## src/hw/rtl/wsjp_pkg.sv

```systemverilog
// Package for the weighted score job picker.
// Holds the queued job record, configuration bundle and shared constants.
// No dependencies.
package wsjp_pkg;

	localparam int DIV_W  = 47;
	localparam int DIV_CW = 6;

	localparam logic [DIV_CW-1:0] NB_KEY  = 6'd25;
	localparam logic [DIV_CW-1:0] NB_DL   = 6'd25;
	localparam logic [DIV_CW-1:0] NB_FAIR = 6'd19;
	localparam logic [DIV_CW-1:0] NB_T    = 6'd47;
	localparam logic [DIV_CW-1:0] NB_BW   = 6'd17;

	localparam logic [2:0] CFG_MODE    = 3'd0;
	localparam logic [2:0] CFG_W_KEY   = 3'd1;
	localparam logic [2:0] CFG_W_NOISE = 3'd2;
	localparam logic [2:0] CFG_W_BW    = 3'd3;
	localparam logic [2:0] CFG_W_FAIR  = 3'd4;
	localparam logic [2:0] CFG_W_DL    = 3'd5;
	localparam logic [2:0] CFG_MEM_BW  = 3'd6;
	localparam logic [2:0] CFG_ENGINES = 3'd7;

	// Term order: key, noise, deadline, fairness, bandwidth.
	localparam int T_KEY   = 0;
	localparam int T_NOISE = 1;
	localparam int T_DL    = 2;
	localparam int T_FAIR  = 3;
	localparam int T_BW    = 4;

	typedef struct packed {
		logic             mode;
		logic [4:0][15:0] weight;
		logic [15:0]      mem_bw;
		logic [8:0]       engines;
	} cfg_t;

	typedef struct packed {
		logic        cand;
		logic        last;
		logic [7:0]  pos;
		logic [39:0] arrival;
		logic [23:0] key;
		logic [24:0] key_den;
		logic        has_dl;
		logic [14:0] dl_den;
		logic [15:0] noise_term;
		logic [8:0]  fair_den;
	} job_t;

endpackage

```

## src/hw/rtl/wsjp_div.sv

```systemverilog
// Shared restoring divider, one quotient bit per cycle.
// Depends on wsjp_pkg for widths.
module wsjp_div (
	input  logic                        clk,
	input  logic                        arst_n,
	input  logic                        start,
	input  logic [wsjp_pkg::DIV_W-1:0]  num,
	input  logic [wsjp_pkg::DIV_W-1:0]  den,
	input  logic [wsjp_pkg::DIV_CW-1:0] nbits,
	output logic                        done,
	output logic [wsjp_pkg::DIV_W-1:0]  quo
);
	import wsjp_pkg::*;

	logic                busy_q;
	logic                done_q;
	logic [DIV_CW-1:0]   cnt_q;
	logic [DIV_W-1:0]    rem_q;
	logic [DIV_W-1:0]    num_q;
	logic [DIV_W-1:0]    den_q;
	logic [DIV_W-1:0]    quo_q;
	logic [DIV_W:0]      trial;
	logic                fits;
	logic [DIV_CW-1:0]   sh;

	assign trial = {rem_q, num_q[DIV_W-1]};
	assign fits  = trial >= {1'b0, den_q};
	assign sh    = DIV_CW'(DIV_W) - nbits;

	always_ff @(posedge clk or negedge arst_n) begin
		if (!arst_n) begin
			busy_q <= 1'b0;
			done_q <= 1'b0;
			cnt_q  <= '0;
		end else begin
			done_q <= 1'b0;
			if (start) begin
				busy_q <= 1'b1;
				cnt_q  <= nbits;
			end else if (busy_q) begin
				cnt_q <= cnt_q - 1'b1;
				if (cnt_q == DIV_CW'(1)) begin
					busy_q <= 1'b0;
					done_q <= 1'b1;
				end
			end
		end
	end

	always_ff @(posedge clk) begin
		if (start) begin
			rem_q <= '0;
			num_q <= num << sh;
			den_q <= den;
			quo_q <= '0;
		end else if (busy_q) begin
			rem_q <= fits ? DIV_W'(trial - {1'b0, den_q}) : trial[DIV_W-1:0];
			num_q <= {num_q[DIV_W-2:0], 1'b0};
			quo_q <= {quo_q[DIV_W-2:0], fits};
		end
	end

	assign done = done_q;
	assign quo  = quo_q;

endmodule

```

## src/hw/rtl/wsjp_front.sv

```systemverilog
// Front end: classifies job records and precomputes cheap terms.
// Depends on wsjp_pkg for the job record.
module wsjp_front #(
	parameter int MAX_JOBS = 256
) (
	input  logic                clk,
	input  logic                arst_n,
	input  logic                take,
	input  logic [39:0]         arrival_time,
	input  logic [39:0]         deadline,
	input  logic [39:0]         now,
	input  logic [23:0]         key_size,
	input  logic signed [17:0]  noise_margin,
	input  logic [7:0]          tenant,
	input  logic [15:0]         remaining_work,
	input  logic                last_job,
	output wsjp_pkg::job_t      job
);
	import wsjp_pkg::*;

	localparam int PW = $clog2(MAX_JOBS + 1);

	logic [PW-1:0] pos_q;
	logic          in_range;
	logic [39:0]   diff;
	logic [14:0]   slack;

	assign in_range = pos_q < PW'(MAX_JOBS);
	assign diff     = deadline - now;

	always_comb begin
		if (deadline <= now)
			slack = '0;
		else if (diff > 40'd20000)
			slack = 15'd20000;
		else
			slack = diff[14:0];
	end

	always_comb begin
		job.cand     = in_range && (remaining_work != '0) && (arrival_time <= now);
		job.last     = last_job;
		job.pos      = 8'(pos_q);
		job.arrival  = arrival_time;
		job.key      = key_size;
		job.key_den  = {1'b0, key_size} + 25'd256;
		job.has_dl   = deadline != '0;
		job.dl_den   = slack + 15'd500;
		job.fair_den = {1'b0, tenant} + 9'd5;
		if (noise_margin <= 18'sd0)
			job.noise_term = 16'hFFFF;
		else if (noise_margin >= 18'sd65536)
			job.noise_term = '0;
		else
			job.noise_term = 16'(17'd65536 - 17'(noise_margin));
	end

	always_ff @(posedge clk or negedge arst_n) begin
		if (!arst_n) begin
			pos_q <= '0;
		end else if (take) begin
			if (last_job)
				pos_q <= '0;
			else if (in_range)
				pos_q <= pos_q + 1'b1;
		end
	end

endmodule

```

## src/hw/rtl/wsjp_queue.sv

```systemverilog
// Short queue of classified job records between front and back.
// Depends on wsjp_pkg for the job record.
module wsjp_queue #(
	parameter int DEPTH = 2
) (
	input  logic           clk,
	input  logic           arst_n,
	input  logic           push,
	input  wsjp_pkg::job_t wr_job,
	input  logic           pop,
	output wsjp_pkg::job_t rd_job,
	output logic           full,
	output logic           empty
);
	import wsjp_pkg::*;

	localparam int AW = (DEPTH > 1) ? $clog2(DEPTH) : 1;

	job_t            mem_q [DEPTH];
	logic [AW-1:0]   wp_q;
	logic [AW-1:0]   rp_q;
	logic [AW:0]     cnt_q;

	assign full   = cnt_q == (AW+1)'(DEPTH);
	assign empty  = cnt_q == '0;
	assign rd_job = mem_q[rp_q];

	always_ff @(posedge clk) begin
		if (push)
			mem_q[wp_q] <= wr_job;
	end

	always_ff @(posedge clk or negedge arst_n) begin
		if (!arst_n) begin
			wp_q  <= '0;
			rp_q  <= '0;
			cnt_q <= '0;
		end else begin
			if (push)
				wp_q <= (wp_q == AW'(DEPTH - 1)) ? '0 : wp_q + 1'b1;
			if (pop)
				rp_q <= (rp_q == AW'(DEPTH - 1)) ? '0 : rp_q + 1'b1;
			if (push && !pop)
				cnt_q <= cnt_q + 1'b1;
			else if (pop && !push)
				cnt_q <= cnt_q - 1'b1;
		end
	end

endmodule

```

## src/hw/rtl/wsjp_back.sv

```systemverilog
// Back end: scores one job at a time, keeps the best and emits the pick.
// Depends on wsjp_pkg and wsjp_div.
module wsjp_back (
	input  logic           clk,
	input  logic           arst_n,
	input  wsjp_pkg::cfg_t cfg,
	input  logic           q_empty,
	input  wsjp_pkg::job_t q_job,
	output logic           q_pop,
	output logic           out_valid,
	input  logic           out_stall,
	output logic [7:0]     job_index,
	output logic           found
);
	import wsjp_pkg::*;

	typedef enum logic [10:0] {
		ST_IDLE  = 11'b00000000001,
		ST_DKEY  = 11'b00000000010,
		ST_DDL   = 11'b00000000100,
		ST_DFAIR = 11'b00000001000,
		ST_MULA  = 11'b00000010000,
		ST_MULB  = 11'b00000100000,
		ST_DT    = 11'b00001000000,
		ST_DBW   = 11'b00010000000,
		ST_PROD  = 11'b00100000000,
		ST_ACC   = 11'b01000000000,
		ST_DONE  = 11'b10000000000
	} state_t;

	state_t            state_q;
	job_t              job_q;
	logic              wait_q;
	logic [4:0][15:0]  term_q;
	logic [36:0]       mula_q;
	logic [DIV_W-1:0]  tnum_q;
	logic [DIV_W-1:0]  t_q;
	logic [31:0]       prod_q;
	logic [35:0]       acc_q;
	logic [2:0]        idx_q;
	logic [35:0]       lead_score_q;
	logic [39:0]       best_arr_q;
	logic [7:0]        best_pos_q;
	logic              any_q;
	logic              res_valid_q;
	logic [7:0]        res_idx_q;
	logic              res_found_q;

	logic              div_start;
	logic [DIV_W-1:0]  div_num;
	logic [DIV_W-1:0]  div_den;
	logic [DIV_CW-1:0] div_nb;
	logic              div_done;
	logic [DIV_W-1:0]  div_quo;
	logic [15:0]       quo_cap;
	logic [15:0]       bw_eff;
	logic              take_it;
	logic              can_emit;

	wsjp_div u_div (
		.clk    (clk),
		.arst_n (arst_n),
		.start  (div_start),
		.num    (div_num),
		.den    (div_den),
		.nbits  (div_nb),
		.done   (div_done),
		.quo    (div_quo)
	);

	assign quo_cap  = (div_quo > DIV_W'(16'hFFFF)) ? 16'hFFFF : div_quo[15:0];
	assign bw_eff   = (cfg.mem_bw == '0) ? 16'd1 : cfg.mem_bw;
	assign can_emit = !res_valid_q || !out_stall;
	assign q_pop    = (state_q == ST_IDLE) && !q_empty;
	assign div_start = !wait_q && ((state_q == ST_DKEY) || (state_q == ST_DDL) ||
		(state_q == ST_DFAIR) || (state_q == ST_DT) || (state_q == ST_DBW));

	always_comb begin
		div_num = '0;
		div_den = '0;
		div_nb  = NB_KEY;
		unique case (state_q)
			ST_DKEY: begin
				div_num = DIV_W'(25'd16777216);
				div_den = DIV_W'(job_q.key_den);
			end
			ST_DDL: begin
				div_num = DIV_W'(25'd32768000);
				div_den = DIV_W'(job_q.dl_den);
				div_nb  = NB_DL;
			end
			ST_DFAIR: begin
				div_num = DIV_W'(19'd327680);
				div_den = DIV_W'(job_q.fair_den);
				div_nb  = NB_FAIR;
			end
			ST_DT: begin
				div_num = tnum_q;
				div_den = DIV_W'({bw_eff, 8'd0});
				div_nb  = NB_T;
			end
			ST_DBW: begin
				div_num = DIV_W'(17'd65536);
				div_den = t_q + 1'b1;
				div_nb  = NB_BW;
			end
			default: ;
		endcase
	end

	always_comb begin
		if (cfg.mode)
			take_it = !any_q || (acc_q > lead_score_q);
		else
			take_it = !any_q || (job_q.arrival < best_arr_q);
	end

	always_ff @(posedge clk or negedge arst_n) begin
		if (!arst_n) begin
			state_q      <= ST_IDLE;
			wait_q       <= 1'b0;
			idx_q        <= '0;
			lead_score_q <= '0;
			best_arr_q   <= '0;
			best_pos_q   <= '0;
			any_q        <= 1'b0;
			res_valid_q  <= 1'b0;
		end else begin
			if (state_q == ST_DONE && job_q.last && can_emit)
				res_valid_q <= 1'b1;
			else if (!out_stall)
				res_valid_q <= 1'b0;
			if (div_start)
				wait_q <= 1'b1;
			unique case (state_q)
				ST_IDLE: begin
					if (!q_empty) begin
						idx_q   <= '0;
						state_q <= q_job.cand ? ST_DKEY : ST_DONE;
					end
				end
				ST_DKEY: begin
					if (div_done) begin
						wait_q  <= 1'b0;
						state_q <= ST_DDL;
					end
				end
				ST_DDL: begin
					if (div_done) begin
						wait_q  <= 1'b0;
						state_q <= ST_DFAIR;
					end
				end
				ST_DFAIR: begin
					if (div_done) begin
						wait_q  <= 1'b0;
						state_q <= ST_MULA;
					end
				end
				ST_MULA: state_q <= ST_MULB;
				ST_MULB: state_q <= ST_DT;
				ST_DT: begin
					if (div_done) begin
						wait_q  <= 1'b0;
						state_q <= ST_DBW;
					end
				end
				ST_DBW: begin
					if (div_done) begin
						wait_q  <= 1'b0;
						state_q <= ST_PROD;
					end
				end
				ST_PROD: state_q <= ST_ACC;
				ST_ACC: begin
					if (idx_q == 3'd4) begin
						state_q <= ST_DONE;
					end else begin
						idx_q   <= idx_q + 1'b1;
						state_q <= ST_PROD;
					end
				end
				ST_DONE: begin
					if (!job_q.last) begin
						if (job_q.cand && take_it) begin
							lead_score_q <= acc_q;
							best_arr_q   <= job_q.arrival;
							best_pos_q   <= job_q.pos;
							any_q        <= 1'b1;
						end
						state_q <= ST_IDLE;
					end else if (can_emit) begin
						lead_score_q <= '0;
						best_arr_q   <= '0;
						best_pos_q   <= '0;
						any_q        <= 1'b0;
						state_q      <= ST_IDLE;
					end
				end
				default: state_q <= ST_IDLE;
			endcase
		end
	end

	always_ff @(posedge clk) begin
		if (q_pop) begin
			job_q <= q_job;
			acc_q <= '0;
		end
		if (div_done) begin
			unique case (state_q)
				ST_DKEY:  term_q[T_KEY]  <= quo_cap;
				ST_DDL:   term_q[T_DL]   <= job_q.has_dl ? quo_cap : 16'd0;
				ST_DFAIR: term_q[T_FAIR] <= quo_cap;
				ST_DT:    t_q            <= (div_quo == '0) ? DIV_W'(1) : div_quo;
				ST_DBW:   term_q[T_BW]   <= quo_cap;
				default: ;
			endcase
		end
		if (state_q == ST_DKEY)
			term_q[T_NOISE] <= job_q.noise_term;
		if (state_q == ST_MULA)
			mula_q <= job_q.key * 13'd8000;
		if (state_q == ST_MULB)
			tnum_q <= DIV_W'(mula_q) * DIV_W'(cfg.engines);
		if (state_q == ST_PROD)
			prod_q <= cfg.weight[idx_q] * term_q[idx_q];
		if (state_q == ST_ACC)
			acc_q <= acc_q + 36'(prod_q);
		if (state_q == ST_DONE && job_q.last && can_emit) begin
			if (job_q.cand && take_it) begin
				res_idx_q   <= job_q.pos;
				res_found_q <= 1'b1;
			end else begin
				res_idx_q   <= any_q ? best_pos_q : 8'd0;
				res_found_q <= any_q;
			end
		end
	end

	assign out_valid = res_valid_q;
	assign job_index = res_idx_q;
	assign found     = res_found_q;

endmodule

```

## src/hw/rtl/weighted_score_job_picker.sv

```systemverilog
// Weighted score job picker: top level with configuration registers.
// A ready job holds the back end for five serial divisions in the shared
// one-bit-per-cycle divider and its multiply steps; a job that is not ready
// skips them. A closing record gives its result when done and out_stall allows.
// The back end takes one job at a time; a two-entry queue decouples input.
// Reset clears the list state and loads the default policy and weights.
module weighted_score_job_picker #(
	parameter int MAX_JOBS = 256
) (
	input  logic               clk,
	input  logic               arst_n,
	input  logic               in_valid,
	output logic               in_stall,
	input  logic [39:0]        arrival_time,
	input  logic [39:0]        deadline,
	input  logic [39:0]        now,
	input  logic [23:0]        key_size,
	input  logic signed [17:0] noise_margin,
	input  logic [7:0]         tenant,
	input  logic [15:0]        remaining_work,
	input  logic               last_job,
	output logic               out_valid,
	input  logic               out_stall,
	output logic [7:0]         job_index,
	output logic               found,
	input  logic               cfg_we,
	input  logic [2:0]         cfg_index,
	input  logic [15:0]        cfg_wdata
);
	import wsjp_pkg::*;

	cfg_t  cfg_q;
	job_t  f_job;
	job_t  q_job;
	logic  q_full;
	logic  q_empty;
	logic  q_pop;
	logic  take;

	assign in_stall = q_full;
	assign take     = in_valid && !q_full;

	always_ff @(posedge clk or negedge arst_n) begin
		if (!arst_n) begin
			cfg_q.mode           <= 1'b1;
			cfg_q.weight[T_KEY]  <= 16'd12288;
			cfg_q.weight[T_NOISE] <= 16'd16384;
			cfg_q.weight[T_DL]   <= 16'd8192;
			cfg_q.weight[T_FAIR] <= 16'd6144;
			cfg_q.weight[T_BW]   <= 16'd8192;
			cfg_q.mem_bw         <= 16'd1024;
			cfg_q.engines        <= 9'd1;
		end else if (cfg_we) begin
			unique case (cfg_index)
				CFG_MODE:    cfg_q.mode           <= cfg_wdata[0];
				CFG_W_KEY:   cfg_q.weight[T_KEY]  <= cfg_wdata;
				CFG_W_NOISE: cfg_q.weight[T_NOISE] <= cfg_wdata;
				CFG_W_BW:    cfg_q.weight[T_BW]   <= cfg_wdata;
				CFG_W_FAIR:  cfg_q.weight[T_FAIR] <= cfg_wdata;
				CFG_W_DL:    cfg_q.weight[T_DL]   <= cfg_wdata;
				CFG_MEM_BW:  cfg_q.mem_bw         <= cfg_wdata;
				CFG_ENGINES: cfg_q.engines        <= cfg_wdata[8:0];
				default: ;
			endcase
		end
	end

	wsjp_front #(
		.MAX_JOBS (MAX_JOBS)
	) u_front (
		.clk            (clk),
		.arst_n         (arst_n),
		.take           (take),
		.arrival_time   (arrival_time),
		.deadline       (deadline),
		.now            (now),
		.key_size       (key_size),
		.noise_margin   (noise_margin),
		.tenant         (tenant),
		.remaining_work (remaining_work),
		.last_job       (last_job),
		.job            (f_job)
	);

	wsjp_queue #(
		.DEPTH (2)
	) u_queue (
		.clk    (clk),
		.arst_n (arst_n),
		.push   (take),
		.wr_job (f_job),
		.pop    (q_pop),
		.rd_job (q_job),
		.full   (q_full),
		.empty  (q_empty)
	);

	wsjp_back u_back (
		.clk       (clk),
		.arst_n    (arst_n),
		.cfg       (cfg_q),
		.q_empty   (q_empty),
		.q_job     (q_job),
		.q_pop     (q_pop),
		.out_valid (out_valid),
		.out_stall (out_stall),
		.job_index (job_index),
		.found     (found)
	);

endmodule
```

## config.mk

```make
export PLATFORM = sky130hd
export DESIGN_NAME = weighted_score_job_picker
export DESIGN_NICKNAME = d
export VERILOG_FILES = /design/src/hw/rtl/wsjp_pkg.sv /design/src/hw/rtl/wsjp_div.sv /design/src/hw/rtl/wsjp_front.sv /design/src/hw/rtl/wsjp_queue.sv /design/src/hw/rtl/wsjp_back.sv /design/src/hw/rtl/weighted_score_job_picker.sv
export SDC_FILE = /design/constraint.sdc
export NUM_CORES = 2
export LEC_CHECK = 0
export ABC_AREA = 0
export BUFFER_PORTS_ARGS = -buffer_cell sky130_fd_sc_hd__buf_4
export CAP_MARGIN = 15
export CELL_PAD_IN_SITES_DETAIL_PLACEMENT = 1
export CELL_PAD_IN_SITES_GLOBAL_PLACEMENT = 1
export CORE_MARGIN = 3
export CORE_UTILIZATION = 45
export DETAILED_ROUTE_END_ITERATION = 12
export PLACE_DENSITY = 0.71
export SYNTH_ARGS = -nofsm -noshare
export SYNTH_HDL_FRONTEND = slang
export SYNTH_SLANG_ARGS = --single-unit
```

## constraint.sdc

```tcl
create_clock -name clk -period 15 [get_ports clk]
set_clock_uncertainty 0.1 [all_clocks]
set_input_delay 2.25 -clock clk [delete_from_list [all_inputs] [get_ports clk]]
set_output_delay 2.25 -clock clk [all_outputs]
set_load 0.005 [all_outputs]
```

==> metrics.md <==
| Metric | Value |
|---|---|
| CP max stage cell | `o21ai_1` |
| Setup bufs post-CTS | `0` |
| Crit share post-route | `59.21%` |
| Synthesized area | `71160 µm²` |
| Average size of a mapped cell | `11.21 µm²` |
| Hold Buf Count CTS | `0` |
| Least-Margin Pin Slew | `1.203 ns` |
| End of the worst register-to-register path | `u_back.prod_q[29]` |
| GRT overflow | `0` |
| Most frequent cells in the layout | `edfxtp_1 (759), inv_1 (665), nand2_1 (538)` |
| Syn Inst Count | `6350` |
| Routed Wire Length | `194400 µm` |
| GPL Wtd Cong | `0.9249` |
| Post-synth top area share | `32.03%` |
| Hold Fails Final Rpt | `0` |
| Startpoint Class | `register` |
| Hold Path Depth | `0` |
| MaxCap Viol Count | `0` |
| CTS buffer count | `117` |
| Placed cell areas | `74770 µm²` |
| WP data required | `15.35 ns` |
| Cell mode on critical path | `fa_1` |
| # DRC | `0` |
| #FFs+latches synth | `1081` |
| Die ar. | `162900 µm²` |
| WL/cell | `22.55 µm` |
| Crit Path Class | `register to register` |
| Clock Tree Root | `clkbuf_16` |
| Pin count of the biggest net entering global routing | `134` |
| Outcome | `complete, no violations` |
| Via Count | `48360` |
| TritonCTS clock tree | `yes` |
| Die height | `403.7 µm` |
| Sequential-to-total area share from yosys stat | `42.71%` |
| Yosys warnings | `0` |
| Final setup viols | `0` |
| Area contributors post-synth | `edfxtp_1 (32%), fa_1 (14%), ha_1 (8.4%)` |
| CP max FO | `32` |
| WHS Endpoint | `u_back.term_q[21]` |
| Setup TNS | `0 ns` |
| Crit end category | `register` |
| Initial antenna violation count | `15` |
| Post-synth top flop | `edfxtp_1` |
| Crit. Startpoint | `u_back.idx_q[1]` |
| Number of synthesized flops with an enable pin | `759` |
| Fmax | `112.6 MHz` |
| Area delta synth->final | `10.81%` |
| RSZ-0062 raised after global routing | `no` |
| Gr usage total | `24.07%` |
| Fin util | `50.36%` |
| Largest stage delay on the critical path | `0.96 ns` |
| # IOs | `222` |
| Synth unique cells | `85` |
| Drt via density | `5.609` |
| Final Max Slew Viols | `0` |
| FF-to-FF Start | `u_back.idx_q[1]` |
| Worst path bufs/invs | `4` |
| Share of cells above drive strength 1 | `12.31%` |
| Worst reg2reg path depth | `27` |
| First-pass GRT wire length | `307500 µm` |
| Setup WS post-layout | `6.118 ns` |
| Vias in the first global route | `52820` |
| Worst EP arrival | `9.23 ns` |
| H-tree levels | `3` |
| Period minus WS final | `8.882 ns` |
| Routed Antenna Nets | `0` |
| Top Family by Delay on Critical Path | `adder cells` |
| Starting Density | `45.45%` |
| Max_slew headroom | `19.27%` |
| Detailed placer's ending HPWL | `144300 µm` |
| HP Start | `u_back.job_q[14]` |
| Post-CTS sizing | `0` |
| Most common cell after layout, fill and taps aside | `edfxtp_1` |
| Router iterations before antenna repair | `5` |
| Die X | `403.7 µm` |
| Maximum clock path buffer count | `3` |
| Core Area | `156600 µm²` |
| Hold WC Path Type | `register to register` |
| Reg2reg setup slack | `6.12 ns` |
| Detailed Route Iter0 Violations | `2827` |
| PortBufs | `221` |
| FFs w/ async S/R, synth | `21.09%` |
| Setup WS pre-CTS | `6.163 ns` |
| Final Cell Area | `78850 µm²` |
| # nets final | `7628` |
| Fillers | `16570` |
| Mapped Nets | `7526` |
| Clk_lat worst skew | `0.76 ns` |
| Clock transition at the registers of the reported paths | `0.06 ns` |
| Post-synth top area cell | `edfxtp_1` |
| # clock sinks | `1081` |
| FP Rows | `145` |
==> cells in the mapped netlist, types with 17 or more instances <==
cell type,count
o21ai_0,253
nor2_1,389
o21bai_1,31
and2_1,157
dfrtp_1,217
mux4_2,19
a21o_1,138
clkbuf_1,256
a211oi_1,21
nand2_1,538
nand2b_1,58
nor3_1,61
nand3_1,85
nor4_1,46
buf_1,17
a31oi_1,22
or3_1,40
or2_2,19
a22oi_1,17
a22o_1,123
mux2_2,254
nor2b_1,53
ha_1,478
fa_1,487
mux2i_1,79
and3_1,28
a21oi_1,310
edfxtp_1,759
nand4_1,66
inv_1,667
xnor2_1,146
dfxtp_1,94
o21a_1,56
xor2_1,119
==> worst max-delay path by stage <==
stage | end | slack, ns | cells past startpoint
global placement | u_back.prod_q[29] | 6.31 | 29
global route | u_back.prod_q[29] | 5.64 | 30
floorplan | u_queue.mem_q[0][0] | 6.25 | 3
CTS | u_back.prod_q[29] | 6.14 | 29
finish | u_back.prod_q[29] | 6.12 | 27
detailed placement | u_back.prod_q[29] | 6.16 | 29
==> registers in the layout (all words and copies together), names as in the netlist, 3 cells and up <==
signal,count
u_back.term_q,80
u_back.job_index,8
u_back.prod_q,32
u_back.u_div.den_q,47
u_back.u_div.quo,47
u_back.u_div.num_q,41
u_back.idx_q,3
u_queue.mem_q,264
u_back.tnum_q,40
u_back.job_q,132
u_back.u_div.cnt_q,6
u_back.acc_q,36
u_back.state_q,11
cfg_q,106
u_back.t_q,47
u_back.best_pos_q,8
u_back.mula_q,31
u_back.best_arr_q,40
u_back.lead_score_q,36
u_back.u_div.rem_q,47
u_front.pos_q,9
==> metrics by stage <==
| stage | hold WS (ns) | cells |
|---|---|---|
| 3_3_place_gp | 0.3052 | 8391 |
| 6_report | 0.3126 | 8622 |
| 3_5_place_dp | 0.3062 | 8391 |
| 5_1_grt | 0.3261 | 8615 |
| 4_1_cts | 0.3194 | 8615 |
| 2_1_floorplan | 0.3003 | 6350 |
==> per-layer routing <==
metal | share of wire, % | GRT usage, % | up-vias | wire length, µm
met5 | 0.019 | 0 | - | 37
met4 | 2.9 | 6.794 | 6 | 5721
met3 | 4.0 | 3.238 | 274 | 7774
met2 | 48 | 40.24 | 900 | 93780
met1 | 45 | 32.92 | 24920 | 87090
li1 | - | - | 22260 | -
==> cell families (layout without fill, tap and decap cells) <==
family	Yosys count	count (layout)	share of synthesized area, %
AND/OR/NAND/NOR	1600	1600	10.71
AO/OA/AOI/OAI	1125	1125	10.30
flip-flops	1081	1081	42.71
adder cells (fa/ha/maj)	965	965	22.11
buffers and inverters	962	1169	5.178
multiplexers	352	352	5.732
XOR/XNOR	265	265	3.262
other	0	7	0
==> cell type report <==
type | instances | area [µm²] | share of cell area (%)
Sequential cell | 1081 | 30400 | 38.56
Clock inverter | 77 | 949.7 | 1.204
Multi-Input combinational cell | 4307 | 37180 | 47.15
Timing Repair Buffer | 278 | 2107 | 2.672
Inverter | 667 | 2510 | 3.183
Clock buffer | 147 | 3110 | 3.945
Antenna cell | 7 | 17.52 | 0.02222
Tap cell | 2058 | 2575 | 3.266
Power is left out: the tool's default activity adds up to more than one toggle a clock period on the data nets, which glitch-free logic cannot reach.
